<file path="src/hdl/bqsi_pkg.sv">
`timescale 1ns / 1ps
// ---------------------------------------------------------------------------
// bqsi_pkg
// Shared constants, operation codes and types of the sorted queue block.
// ---------------------------------------------------------------------------
package bqsi_pkg;

   // Storage depth; a power of two so the ring pointers wrap by truncation.
   localparam int CAPACITY = 64;
   localparam int PTR_W    = $clog2(CAPACITY);
   localparam int CNT_W    = 7;
   localparam int KIND_W   = 3;
   localparam int VAL_W    = 32;
   localparam int ENT_W    = 31;
   localparam int IDX_W    = 6;

   localparam logic [KIND_W-1:0] KIND_PUSH   = 3'd0;
   localparam logic [KIND_W-1:0] KIND_POP    = 3'd1;
   localparam logic [KIND_W-1:0] KIND_INSERT = 3'd2;
   localparam logic [KIND_W-1:0] KIND_ERASE  = 3'd3;
   localparam logic [KIND_W-1:0] KIND_READ   = 3'd4;
   localparam logic [KIND_W-1:0] KIND_CLEAR  = 3'd5;

   localparam logic signed [VAL_W-1:0] NO_DATA = '1;

   typedef struct packed {
      logic             we;
      logic [PTR_W-1:0] waddr;
      logic [ENT_W-1:0] wdata;
      logic             re;
      logic [PTR_W-1:0] raddr;
   } ram_cmd_type;

   typedef struct packed {
      logic                    ok;
      logic signed [VAL_W-1:0] data;
      logic [CNT_W-1:0]        count;
      logic                    empty_res;
   } result_type;

endpackage

</file>
<file path="src/hdl/bqsi_req_if.sv">
`timescale 1ns / 1ps
// ---------------------------------------------------------------------------
// bqsi_req_if
// Request channel: operation kind, value and read index.
// ---------------------------------------------------------------------------
interface bqsi_req_if;
   import bqsi_pkg::*;

   logic                    valid;
   logic                    ready;
   logic [KIND_W-1:0]       kind;
   logic signed [VAL_W-1:0] value;
   logic [IDX_W-1:0]        index;

   modport source (output valid, kind, value, index, input ready);
   modport sink   (input valid, kind, value, index, output ready);
endinterface

</file>
<file path="src/hdl/bqsi_rsp_if.sv">
`timescale 1ns / 1ps
// ---------------------------------------------------------------------------
// bqsi_rsp_if
// Response channel: status, data, entry count and empty flag.
// ---------------------------------------------------------------------------
interface bqsi_rsp_if;
   import bqsi_pkg::*;

   logic                    valid;
   logic                    ready;
   logic                    ok;
   logic signed [VAL_W-1:0] data;
   logic [CNT_W-1:0]        count;
   logic                    empty_res;

   modport source (output valid, ok, data, count, empty_res, input ready);
   modport sink   (input valid, ok, data, count, empty_res, output ready);
endinterface

</file>
<file path="src/hdl/bounded_queue_sorted_insert_top.sv">
`timescale 1ns / 1ps
// ---------------------------------------------------------------------------
// bounded_queue_sorted_insert_top
// Bounded ordered store of up to 64 non-negative values with push, pop,
// ordered insert, erase-all-equal, indexed read and clear.
// ---------------------------------------------------------------------------
// The entries live in a 64-word single-port-read, single-port-write RAM used
// as a ring: a head pointer marks position 0 so pop just advances it. One
// word goes in at a time; every word gives exactly one response word. Push,
// clear, rejected operations and unknown kinds go straight to the response;
// pop and read first do one RAM read. Ordered insert into a non-empty store
// and erase walk the stored entries through the RAM, one entry per cycle.
// The single RAM read port sets that walk rate. There is no clearing pass
// after reset: the count alone tells which entries hold data. A finished
// response waits in an output register, so the next word is taken while it
// waits.
// ---------------------------------------------------------------------------
module bounded_queue_sorted_insert_top (
   input  logic        clock,
   input  logic        reset,
   bqsi_req_if.sink    req_ch,
   bqsi_rsp_if.source  rsp_ch
);
   import bqsi_pkg::*;

   ram_cmd_type      ram_cmd;
   logic [ENT_W-1:0] ram_rdata;
   logic             res_valid;
   result_type       res;
   logic             res_take;

   logic             out_valid_ff, out_valid_in;
   result_type       out_ff, out_in;
   logic             slot_free;

   bqsi_ram u_ram (
      .clock (clock),
      .cmd   (ram_cmd),
      .rdata (ram_rdata)
   );

   bqsi_engine u_engine (
      .clock     (clock),
      .reset     (reset),
      .req       (req_ch),
      .ram_cmd   (ram_cmd),
      .ram_rdata (ram_rdata),
      .res_valid (res_valid),
      .res       (res),
      .res_take  (res_take)
   );

   // Output slot frees up when empty or when its word is taken this cycle.
   assign slot_free = !out_valid_ff || rsp_ch.ready;
   assign res_take  = res_valid && slot_free;

   always_comb begin
      out_valid_in = out_valid_ff;
      out_in       = out_ff;
      if (slot_free) begin
         out_valid_in = res_valid;
      end
      // Load only on a transfer; otherwise hold the waiting word.
      if (res_take) begin
         out_in = res;
      end
   end

   always_ff @(posedge clock) begin
      if (reset) begin
         out_valid_ff <= 1'b0;
      end else begin
         out_valid_ff <= out_valid_in;
      end
      out_ff <= out_in;
   end

   assign rsp_ch.valid     = out_valid_ff;
   assign rsp_ch.ok        = out_ff.ok;
   assign rsp_ch.data      = out_ff.data;
   assign rsp_ch.count     = out_ff.count;
   assign rsp_ch.empty_res = out_ff.empty_res;
endmodule

</file>
<file path="src/hdl/bqsi_ram.sv">
`timescale 1ns / 1ps
// ---------------------------------------------------------------------------
// bqsi_ram
// Entry store: one write port, one read port, registered read data.
// ---------------------------------------------------------------------------
module bqsi_ram (
   input  logic                        clock,
   input  bqsi_pkg::ram_cmd_type       cmd,
   output logic [bqsi_pkg::ENT_W-1:0]  rdata
);
   import bqsi_pkg::*;

   logic [ENT_W-1:0] mem_ff [CAPACITY];
   logic [ENT_W-1:0] rdata_ff;

   always_ff @(posedge clock) begin
      if (cmd.we) begin
         mem_ff[cmd.waddr] <= cmd.wdata;
      end
      if (cmd.re) begin
         rdata_ff <= mem_ff[cmd.raddr];
      end
   end

   assign rdata = rdata_ff;
endmodule

</file>
<file path="src/hdl/bqsi_engine.sv">
`timescale 1ns / 1ps
// ---------------------------------------------------------------------------
// bqsi_engine
// Operation sequencer: ring pointers, entry count and the scan that inserts
// in order or compacts out equal entries, one entry per cycle.
// ---------------------------------------------------------------------------
module bqsi_engine (
   input  logic                        clock,
   input  logic                        reset,
   bqsi_req_if.sink                    req,
   output bqsi_pkg::ram_cmd_type       ram_cmd,
   input  logic [bqsi_pkg::ENT_W-1:0]  ram_rdata,
   output logic                        res_valid,
   output bqsi_pkg::result_type        res,
   input  logic                        res_take
);
   import bqsi_pkg::*;

   typedef enum logic [3:0] {
      ST_IDLE = 4'b0001,
      ST_READ = 4'b0010,
      ST_SCAN = 4'b0100,
      ST_DONE = 4'b1000
   } state_type;

   state_type               state_ff, state_in;
   logic [PTR_W-1:0]        head_ff, head_in;
   logic [CNT_W-1:0]        fill_ff, fill_in;
   logic                    ins_ff, ins_in;
   logic [ENT_W-1:0]        val_ff, val_in;
   logic [CNT_W-1:0]        k_ff, k_in;
   logic [CNT_W-1:0]        w_ff, w_in;
   logic [ENT_W-1:0]        carry_ff, carry_in;
   logic                    placed_ff, placed_in;
   logic                    hit_ff, hit_in;
   logic                    ok_ff, ok_in;
   logic signed [VAL_W-1:0] data_ff, data_in;

   logic             val_neg;
   logic             full;
   logic             in_range;
   logic             place;
   logic [PTR_W-1:0] cur_addr;

   assign req.ready = (state_ff == ST_IDLE);
   assign val_neg   = req.value[VAL_W-1];
   assign full      = (fill_ff == CNT_W'(CAPACITY));
   assign in_range  = (k_ff != fill_ff);
   assign cur_addr  = PTR_W'(head_ff + k_ff[PTR_W-1:0]);
   // Head goes in front only when strictly greater; later slots when not less.
   assign place     = (k_ff == '0) ? (val_ff > ram_rdata) : (ram_rdata <= val_ff);

   always_comb begin
      state_in  = state_ff;
      head_in   = head_ff;
      fill_in   = fill_ff;
      ins_in    = ins_ff;
      val_in    = val_ff;
      k_in      = k_ff;
      w_in      = w_ff;
      carry_in  = carry_ff;
      placed_in = placed_ff;
      hit_in    = hit_ff;
      ok_in     = ok_ff;
      data_in   = data_ff;
      ram_cmd   = '0;
      case (state_ff)
         ST_IDLE: begin
            if (req.valid) begin
               state_in  = ST_DONE;
               ok_in     = 1'b0;
               data_in   = NO_DATA;
               val_in    = req.value[ENT_W-1:0];
               k_in      = '0;
               w_in      = '0;
               placed_in = 1'b0;
               hit_in    = 1'b0;
               case (req.kind)
                  KIND_PUSH: begin
                     if (!val_neg && !full) begin
                        ram_cmd.we    = 1'b1;
                        ram_cmd.waddr = PTR_W'(head_ff + fill_ff[PTR_W-1:0]);
                        ram_cmd.wdata = req.value[ENT_W-1:0];
                        fill_in       = CNT_W'(fill_ff + 1'b1);
                        ok_in         = 1'b1;
                     end
                  end
                  KIND_POP: begin
                     if (fill_ff != '0) begin
                        ram_cmd.re    = 1'b1;
                        ram_cmd.raddr = head_ff;
                        head_in       = PTR_W'(head_ff + 1'b1);
                        fill_in       = CNT_W'(fill_ff - 1'b1);
                        ok_in         = 1'b1;
                        state_in      = ST_READ;
                     end
                  end
                  KIND_INSERT: begin
                     if (!val_neg && !full) begin
                        if (fill_ff == '0) begin
                           ram_cmd.we    = 1'b1;
                           ram_cmd.waddr = head_ff;
                           ram_cmd.wdata = req.value[ENT_W-1:0];
                           fill_in       = CNT_W'(1);
                           ok_in         = 1'b1;
                        end else begin
                           ram_cmd.re    = 1'b1;
                           ram_cmd.raddr = head_ff;
                           ins_in        = 1'b1;
                           state_in      = ST_SCAN;
                        end
                     end
                  end
                  KIND_ERASE: begin
                     if (!val_neg && fill_ff != '0) begin
                        ram_cmd.re    = 1'b1;
                        ram_cmd.raddr = head_ff;
                        ins_in        = 1'b0;
                        state_in      = ST_SCAN;
                     end
                  end
                  KIND_READ: begin
                     if (CNT_W'(req.index) < fill_ff) begin
                        ram_cmd.re    = 1'b1;
                        ram_cmd.raddr = PTR_W'(head_ff + PTR_W'(req.index));
                        ok_in         = 1'b1;
                        state_in      = ST_READ;
                     end
                  end
                  KIND_CLEAR: begin
                     fill_in = '0;
                  end
                  default: begin
                  end
               endcase
            end
         end
         ST_READ: begin
            data_in  = {1'b0, ram_rdata};
            state_in = ST_DONE;
         end
         ST_SCAN: begin
            // Fetch the next slot while the current one is handled.
            ram_cmd.re    = in_range;
            ram_cmd.raddr = PTR_W'(cur_addr + 1'b1);
            if (ins_ff) begin
               if (in_range) begin
                  if (placed_ff) begin
                     ram_cmd.we    = 1'b1;
                     ram_cmd.waddr = cur_addr;
                     ram_cmd.wdata = carry_ff;
                     carry_in      = ram_rdata;
                  end else if (place) begin
                     ram_cmd.we    = 1'b1;
                     ram_cmd.waddr = cur_addr;
                     ram_cmd.wdata = val_ff;
                     carry_in      = ram_rdata;
                     placed_in     = 1'b1;
                  end
                  k_in = CNT_W'(k_ff + 1'b1);
               end else begin
                  ram_cmd.we    = 1'b1;
                  ram_cmd.waddr = cur_addr;
                  ram_cmd.wdata = placed_ff ? carry_ff : val_ff;
                  fill_in       = CNT_W'(fill_ff + 1'b1);
                  ok_in         = 1'b1;
                  state_in      = ST_DONE;
               end
            end else begin
               if (in_range) begin
                  if (ram_rdata == val_ff) begin
                     hit_in = 1'b1;
                  end else begin
                     ram_cmd.we    = 1'b1;
                     ram_cmd.waddr = PTR_W'(head_ff + w_ff[PTR_W-1:0]);
                     ram_cmd.wdata = ram_rdata;
                     w_in          = CNT_W'(w_ff + 1'b1);
                  end
                  k_in = CNT_W'(k_ff + 1'b1);
               end else begin
                  fill_in  = w_ff;
                  ok_in    = hit_ff;
                  state_in = ST_DONE;
               end
            end
         end
         ST_DONE: begin
            if (res_take) begin
               state_in = ST_IDLE;
            end
         end
         default: begin
            state_in = ST_IDLE;
         end
      endcase
   end

   always_ff @(posedge clock) begin
      if (reset) begin
         state_ff <= ST_IDLE;
         head_ff  <= '0;
         fill_ff  <= '0;
      end else begin
         state_ff <= state_in;
         head_ff  <= head_in;
         fill_ff  <= fill_in;
      end
      ins_ff    <= ins_in;
      val_ff    <= val_in;
      k_ff      <= k_in;
      w_ff      <= w_in;
      carry_ff  <= carry_in;
      placed_ff <= placed_in;
      hit_ff    <= hit_in;
      ok_ff     <= ok_in;
      data_ff   <= data_in;
   end

   assign res_valid     = (state_ff == ST_DONE);
   assign res.ok        = ok_ff;
   assign res.data      = data_ff;
   assign res.count     = fill_ff;
   assign res.empty_res = (fill_ff == '0);
endmodule

</file>
<file path="src/flat_wrapper.sv">
// flat-port wrapper written by rule: the top's interface ports become plain ports
module bounded_queue_sorted_insert_top_flat import bqsi_pkg::*;
  (clock, reset, req_ch_valid, req_ch_kind, req_ch_value, req_ch_index, req_ch_ready, rsp_ch_valid, rsp_ch_ok, rsp_ch_data, rsp_ch_count, rsp_ch_empty_res, rsp_ch_ready);
  bqsi_req_if req_ch_i ();
  bqsi_rsp_if rsp_ch_i ();
  input  logic clock;
  input  logic reset;
  input wire logic [$bits(req_ch_i.valid)-1:0] req_ch_valid;
  input wire logic [$bits(req_ch_i.kind)-1:0] req_ch_kind;
  input wire logic [$bits(req_ch_i.value)-1:0] req_ch_value;
  input wire logic [$bits(req_ch_i.index)-1:0] req_ch_index;
  output wire logic [$bits(req_ch_i.ready)-1:0] req_ch_ready;
  output wire logic [$bits(rsp_ch_i.valid)-1:0] rsp_ch_valid;
  output wire logic [$bits(rsp_ch_i.ok)-1:0] rsp_ch_ok;
  output wire logic [$bits(rsp_ch_i.data)-1:0] rsp_ch_data;
  output wire logic [$bits(rsp_ch_i.count)-1:0] rsp_ch_count;
  output wire logic [$bits(rsp_ch_i.empty_res)-1:0] rsp_ch_empty_res;
  input wire logic [$bits(rsp_ch_i.ready)-1:0] rsp_ch_ready;
  assign req_ch_i.valid = req_ch_valid;
  assign req_ch_i.kind = req_ch_kind;
  assign req_ch_i.value = req_ch_value;
  assign req_ch_i.index = req_ch_index;
  assign req_ch_ready = req_ch_i.ready;
  assign rsp_ch_valid = rsp_ch_i.valid;
  assign rsp_ch_ok = rsp_ch_i.ok;
  assign rsp_ch_data = rsp_ch_i.data;
  assign rsp_ch_count = rsp_ch_i.count;
  assign rsp_ch_empty_res = rsp_ch_i.empty_res;
  assign rsp_ch_i.ready = rsp_ch_ready;
  bounded_queue_sorted_insert_top u_core (.clock(clock), .reset(reset), .req_ch(req_ch_i), .rsp_ch(rsp_ch_i));
endmodule
</file>
<file path="config.mk">
export PLATFORM = sky130hd
export DESIGN_NAME = bounded_queue_sorted_insert_top_flat
export DESIGN_NICKNAME = d
export VERILOG_FILES = /design/src/hdl/bqsi_pkg.sv /design/src/hdl/bqsi_req_if.sv /design/src/hdl/bqsi_rsp_if.sv /design/src/hdl/bounded_queue_sorted_insert_top.sv /design/src/hdl/bqsi_ram.sv /design/src/hdl/bqsi_engine.sv /design/src/flat_wrapper.sv
export SDC_FILE = /design/constraint.sdc
export NUM_CORES = 2
export LEC_CHECK = 0
export BUFFER_PORTS_ARGS = -buffer_cell sky130_fd_sc_hd__buf_4
export CORE_UTILIZATION = 53
export CTS_CLUSTER_SIZE = 28
export DETAILED_ROUTE_END_ITERATION = 8
export GPL_ROUTABILITY_DRIVEN = 0
export PLACE_DENSITY = 0.7
export SLEW_MARGIN = 40
export SYNTH_ARGS = -nofsm -noshare
export SYNTH_HDL_FRONTEND = slang
export SYNTH_SLANG_ARGS = --single-unit
</file>
<file path="constraint.sdc">
create_clock -name clock -period 6.7 [get_ports clock]
set_input_delay 1.675 -clock clock [delete_from_list [all_inputs] [get_ports clock]]
set_output_delay 1.675 -clock clock [all_outputs]
set_load 0.01 [all_outputs]
</file>
# Word level (Yosys, flattened, before mapping)
# Memories as Yosys holds them, arrays and structs flattened. A register that Yosys moved wholly into a read port is not among the register bits.
# Index checks and enable logic that the tools add are counted.
# totals
out_inout_bits	43
word_cells	163
inputBits	45
regBits	171
memories	1
mem_bits_rw	1984
# mem_list
memory	words	width	read_ports	rd_clocked_by_memory_dff	write_ports	line_no	text
u_core.u_ram.mem_ff	64	31	1	1	1	bqsi_ram.sv:13	logic [ENT_W-1:0] mem_ff [CAPACITY];
# classes
muxes	77
eq_ne	28
n_reduce_logical	27
order_cmp	3
addsub	10
# ops
op	n
$mux W38	8
$mux W7	17
$mux W31	3
$mux W45	2
$pmux W45 S2	1
$pmux W38 S2	1
$pmux W32 S2	1
$pmux W7 S4	2
$pmux W7 S2	3
$mux W32	1
$mux W4	8
$pmux W4 S4	2
$eq A31 B31 Y1	1
$gt A31 B31 Y1	1
$le A31 B31 Y1	1
$add A6 B6 Y6	4
$mux W1	23
$ne A2 B2 Y1 const B	11
$add A7 B1 Y7 const B	3
$logic_not A7 Y1	2
$add A6 B1 Y6 const B	2
$reduce_and A4 Y1	3
$reduce_and A5 Y1	2
$ne A3 B3 Y1 const B	3
25 further kinds	40

# Depth between registers and ports, before layout
# logic_depth
word_depth	9
mapped_depth	16
ltp_nobuf	11

# Hierarchy
# Synthesis repeated with hierarchy kept, for this count alone.
# unflattened
cells_unflattened	4239
area_unflattened_um2	86359.1
# by_module_without_submodules
mod	area_per_inst_um2	n_inst	cells_per_inst
bqsi_ram	76812.4	1	3423
bqsi_engine	8260.4	1	770
bounded_queue_sorted_insert_top	1286.2	1	46

# Least setup slack after synthesis
# OpenSTA, ideal clock, no wires.
# synth_path
kind	reg2reg
start	register u_core.u_ram.rdata_ff[4] (netlist: u_core.u_ram.rdata[4]) (read register of u_core.u_ram.mem_ff)
end	memory u_core.u_ram.mem_ff[0][10], data pin
period_less_slack_ns	5.524
path_stages_with_launch	11
setup_slack_ns	1.176
arrival_time_ns	4.823
cell_sequence	edfxtp_1 ha_1 a21o_1 a21oi_1 nor2b_1 o31a_1 or4_1 nor2_1 o21ai_0 clkbuf_1 o21ai_0
# synth_lines
item	line_no	text
from (decl)	bqsi_ram.sv:14	logic [ENT_W-1:0] rdata_ff;
to (decl)	bqsi_ram.sv:13	

# Final worst setup path
# layout_path
start	input req_ch_index[4]
end	register u_core.u_ram.rdata_ff[22] (netlist: u_core.u_ram.rdata[22]) (read register of u_core.u_ram.mem_ff), data pin
# layout_between
elab_chain_cells	5
word_cells_on_any_way	6
# layout_lines
item	line_no	text
from (decl)	flat_wrapper.sv:11	input wire logic [$bits(req_ch_i.index)-1:0] req_ch_index;
$add A6 B6 Y6 or $lt A6 B7 Y1 (tied branches)	bqsi_engine.sv:125, bqsi_engine.sv:123	
$mux W7 (*)	bqsi_engine.sv:123	if (CNT_W'(req.index) < fill_ff) begin
$pmux W7 S4 (*)	bqsi_engine.sv:78	case (req.kind)
$mux W45 (*)	bqsi_engine.sv:69	if (req.valid) begin
$pmux W45 S2 (*)	bqsi_engine.sv:67	case (state_ff)
# Every way passes the cells marked *; elsewhere a longest branch is shown, timed or not.
# A chain may end at the register's enable or synchronous reset.

==> reports/results.ini <==
[status]
status=finished, final reports clean

[min_path]
hold_end=u_core.rsp_ch.data[9]$_DFFE_PP_
hp-start=u_core.u_engine.data_ff[9]$_SDFFCE_PN1P_
hp-class=flop to flop
hold_depth=0

[synthesis]
synth_top_area_cell=edfxtp_1
synth.avg_cell_area_um2=14.42
ys_types=80
ys_dominant_reg_cell=edfxtp_1
syn_area_um2=87670
synthSimpleGateAreaFrac_pct=10.52
synth_enable_flop_cells=2168
ys_ff_latch=2186
yosysWarningCount=0
synth_top_family_by_area=simple AND/OR/NAND/NOR gates
async_flop_share_pct=0
synth_fa_ha_area_share_pct=0.9905
synthMuxAreaShare_pct=5.079
synthCells=6078
synth_top_area_share_pct=74.26
synth-compound-area-share_pct=6.124
synth_xor_area_share_pct=0.4995
synth_fp_nets=6190
synthTopCellsByArea=edfxtp_1 (74%), nand2_1 (5.7%), mux2i_1 (4.3%), nand3_1 (2.9%), a21oi_1 (1.3%)
ys_seq_area_share_pct=74.67

[layout]
syn2layout_area_growth_pct=13.86
final_core_util_pct=61.05
fin_nets=6406
post-route-cell-area_um2=99820
drive_above_1_share_pct=12.95

[worst_setup_path]
worst_path_most_repeated_cell=buf_4
path_max_fanout=31
critical_path_arrival_ns=6.18
worstRegToRegCells=12
rrSetupSlack_ns=1.26
crit_chain=buf_4 > ha_1 > a211oi_1 > nor3_1 > a211oi_2 > a22o_1 > a22oi_2 > nand2_4 > buf_4 > o32ai_1 > o21ai_0 > a311o_1
worstReg2RegEnd=u_core.u_ram.rdata[22]$_DFFE_PP_
max_stage_delay_ns=0.79
critPathRequiredTime_ns=7.30
worstSetupStartpointType=input port
r2r-start=u_core.u_engine.fill_ff[4]$_SDFFE_PP0P_
worstSetupEndpointType=flop
path_class=input port to flop
crit_path_top_delay_cell=o32ai_1

[placement]
port_buffers=87
post_dp_cell_area_um2=93060
post-dp-hpwl_mm=146.5

[pwr]
irDropWorstVdd_v=0.0002140
power_density_nw_per_um2=275.7
p_leak_nw=32.13

[sta]
fmax_mhz=179.0
tightest_slew_ns=0.9172
setup_viol=0
maxSlewHeadroom_pct=38.85
min_period_ns=5.585
skew_ns=0.04193
fin_crit_sh_pct=83.36
final_max_slew_viol_count=0
hold_viol=0
rsz0062_at_grt=no
fin_tns_setup_ns=0

[clock_tree]
cts_made_buffers=209
cts_resized=0
tritoncts=yes
post_cts_buffers=0
cts_root_buf=clkbuf_16
clock_path_buffers=3
cts_max_level=4
cts_hold_buffers=0
cts.clk_slew.worst_paths_ns=0.06
clock-sinks=2186
clock_latency_ns=0.85

[route]
vias=55030
ant_nets=0
drc_errors=0
post_drt_wl_per_cell_um=29.00
initialDrtViolationCount=8471
viasPerCell=6.363
drt_pre_antenna_iters=8
drt_wl_total_mm=250.8

[run]
drv_cap=0

[global_routing]
grt_max_degree=131
grt_pass1_wl_mm=360.4
track_usage_pct=29.64
antenna_found_initial=9
grt_pass1_vias=52730
grt-ovfl-total=0

[floorplan]
row_count=148
ioPinCount=88
initial_utilization_pct=53.62
die_h_um=408.7
coreArea_um2=163500
dieWidth_um=408.7
dieArea_um2=167000

[per-stage QoR]
stage / total power, mW / instances / setup WS, ns / hold WS [ns]
after global placement: 16.33 / 8240 / 0.1872 / 0.4006
after floorplan: 15.97 / 6078 / 1.176 / 0.4003
after detailed placement: 16.36 / 8252 / 0.2159 / 0.4065
after CTS: 27.59 / 8638 / 1.134 / 0.4208
final: 27.52 / 8647 / 1.115 / 0.4186
after global routing: 28.19 / 8644 / 1.003 / 0.4282
[worst max-delay path: cells and delay by family]
kind,cells,cell delay (ns)
AND/OR/NAND/NOR,2,1.14
buffers and inverters,2,0.49
AO/OA/AOI/OAI,7,2.58
adder cells (fa/ha/maj),1,0.29
[logic make-up after synthesis]
| logic type | Yosys count |
|---|---|
| AOI/OAI and AO/OA | 797 |
| xor gates and xnor gates | 50 |
| adders and majority gates | 67 |
| buffers and inverters | 427 |
| DFF | 2186 |
| muxes | 406 |
| and+or+nand+nor | 2145 |
[layout by cell type (no fill, tap or decap), types with 9 or more instances in the layout]
| master | instances |
|---|---|
| nor2_4 | 68 |
| clkbuf_1 | 56 |
| xnor2_1 | 28 |
| a31oi_1 | 125 |
| dfxtp_1 | 18 |
| mux4_2 | 31 |
| mux2i_1 | 372 |
| o21bai_1 | 36 |
| a22oi_1 | 73 |
| clkinv_2 | 34 |
| a21o_1 | 20 |
| nor3_1 | 9 |
| a311o_1 | 33 |
| o21ai_4 | 33 |
| o32ai_1 | 29 |
| nand4_1 | 10 |
| clkbuf_16 | 218 |
| clkinv_1 | 53 |
| inv_1 | 51 |
| a32oi_1 | 93 |
| o21ai_0 | 47 |
| o22ai_1 | 31 |
| buf_8 | 14 |
| xor2_1 | 22 |
| bufinv_16 | 12 |
| buf_12 | 33 |
| nand2b_1 | 35 |
| nand3_1 | 515 |
| nor4_1 | 62 |
| ha_1 | 63 |
| nor2_1 | 66 |
| edfxtp_1 | 2168 |
| a21oi_1 | 220 |
| buf_4 | 327 |
| nand2_1 | 1321 |
[state kept, by name, summed over array words and instances, names as in the netlist]
register	cells
u_core.u_engine.fill_ff	7
u_core.u_engine.ins_ff	1
u_core.u_engine.placed_ff	1
u_core.u_engine.ok_ff	1
u_core.u_engine.w_ff	7
u_core.rsp_ch.count	7
u_core.u_engine.k_ff	7
u_core.u_engine.state_ff	4
u_core.u_engine.hit_ff	1
u_core.rsp_ch.empty_res	1
u_core.u_ram.rdata	31
u_core.u_engine.data_ff	32
u_core.u_engine.val_ff	31
u_core.u_engine.carry_ff	31
u_core.u_ram.mem_ff	1984
u_core.rsp_ch.data	32
u_core.rsp_ch.valid	1
u_core.u_engine.head_ff	6
u_core.rsp_ch.ok	1
[worst max path at each step]
stage                                                end  cells past startpoint                            start
floorplan           u_core.u_ram.mem_ff[0][10]$_DFFE_PP_                     10  u_core.u_ram.rdata[4]$_DFFE_PP_
finish                  u_core.u_ram.rdata[22]$_DFFE_PP_                     12                  req_ch_index[4]
global route            u_core.u_ram.rdata[22]$_DFFE_PP_                     12                  req_ch_index[4]
CTS                      u_core.u_ram.rdata[5]$_DFFE_PP_                     12                  req_ch_index[4]
detailed placement       u_core.u_ram.rdata[5]$_DFFE_PP_                     12                  req_ch_index[4]
global placement         u_core.u_ram.rdata[2]$_DFFE_PP_                     12                  req_ch_index[4]
[final cells by class]
class,instances,area [µm²]
multi-input combinational,3465,21430
clock buffer,276,5693
antenna,3,7.507
clock inverter,110,898.4
timing repair buffer,379,3415
tap,2175,2721
fill,11770,63690
inverter,53,198.9
sequential,2186,65460
[cells in the mapped netlist (32+ instances only)]
cell type	n
buf_1	32
buf_2	148
nand3_1	515
o21bai_1	37
clkbuf_1	180
a311o_1	33
ha_1	63
a32oi_1	93
a31oi_1	126
o21ai_0	80
inv_1	51
a21oi_1	221
edfxtp_1	2168
nor2_1	131
nand2_1	1323
nand2b_1	35
mux2i_1	374
nor4_1	68
a22oi_1	74
[power breakdown]
group	total, mW	switching, mW	internal, mW
clock	11.4	5.00	6.42
sequential	15.1	0.118	15.0
combinational	1.00	0.658	0.346
total	27.5	5.78	21.7
[per-layer routing]
metal,vias up,global-route usage (%),share of wire (%)
li1,23410,-,-
met4,8,13.24,4.8
met5,-,0,0.023
met2,3692,45.57,45
met3,546,6.600,12
met1,27370,40.67,37
Note: power is estimated with default switching activity, not from simulation.
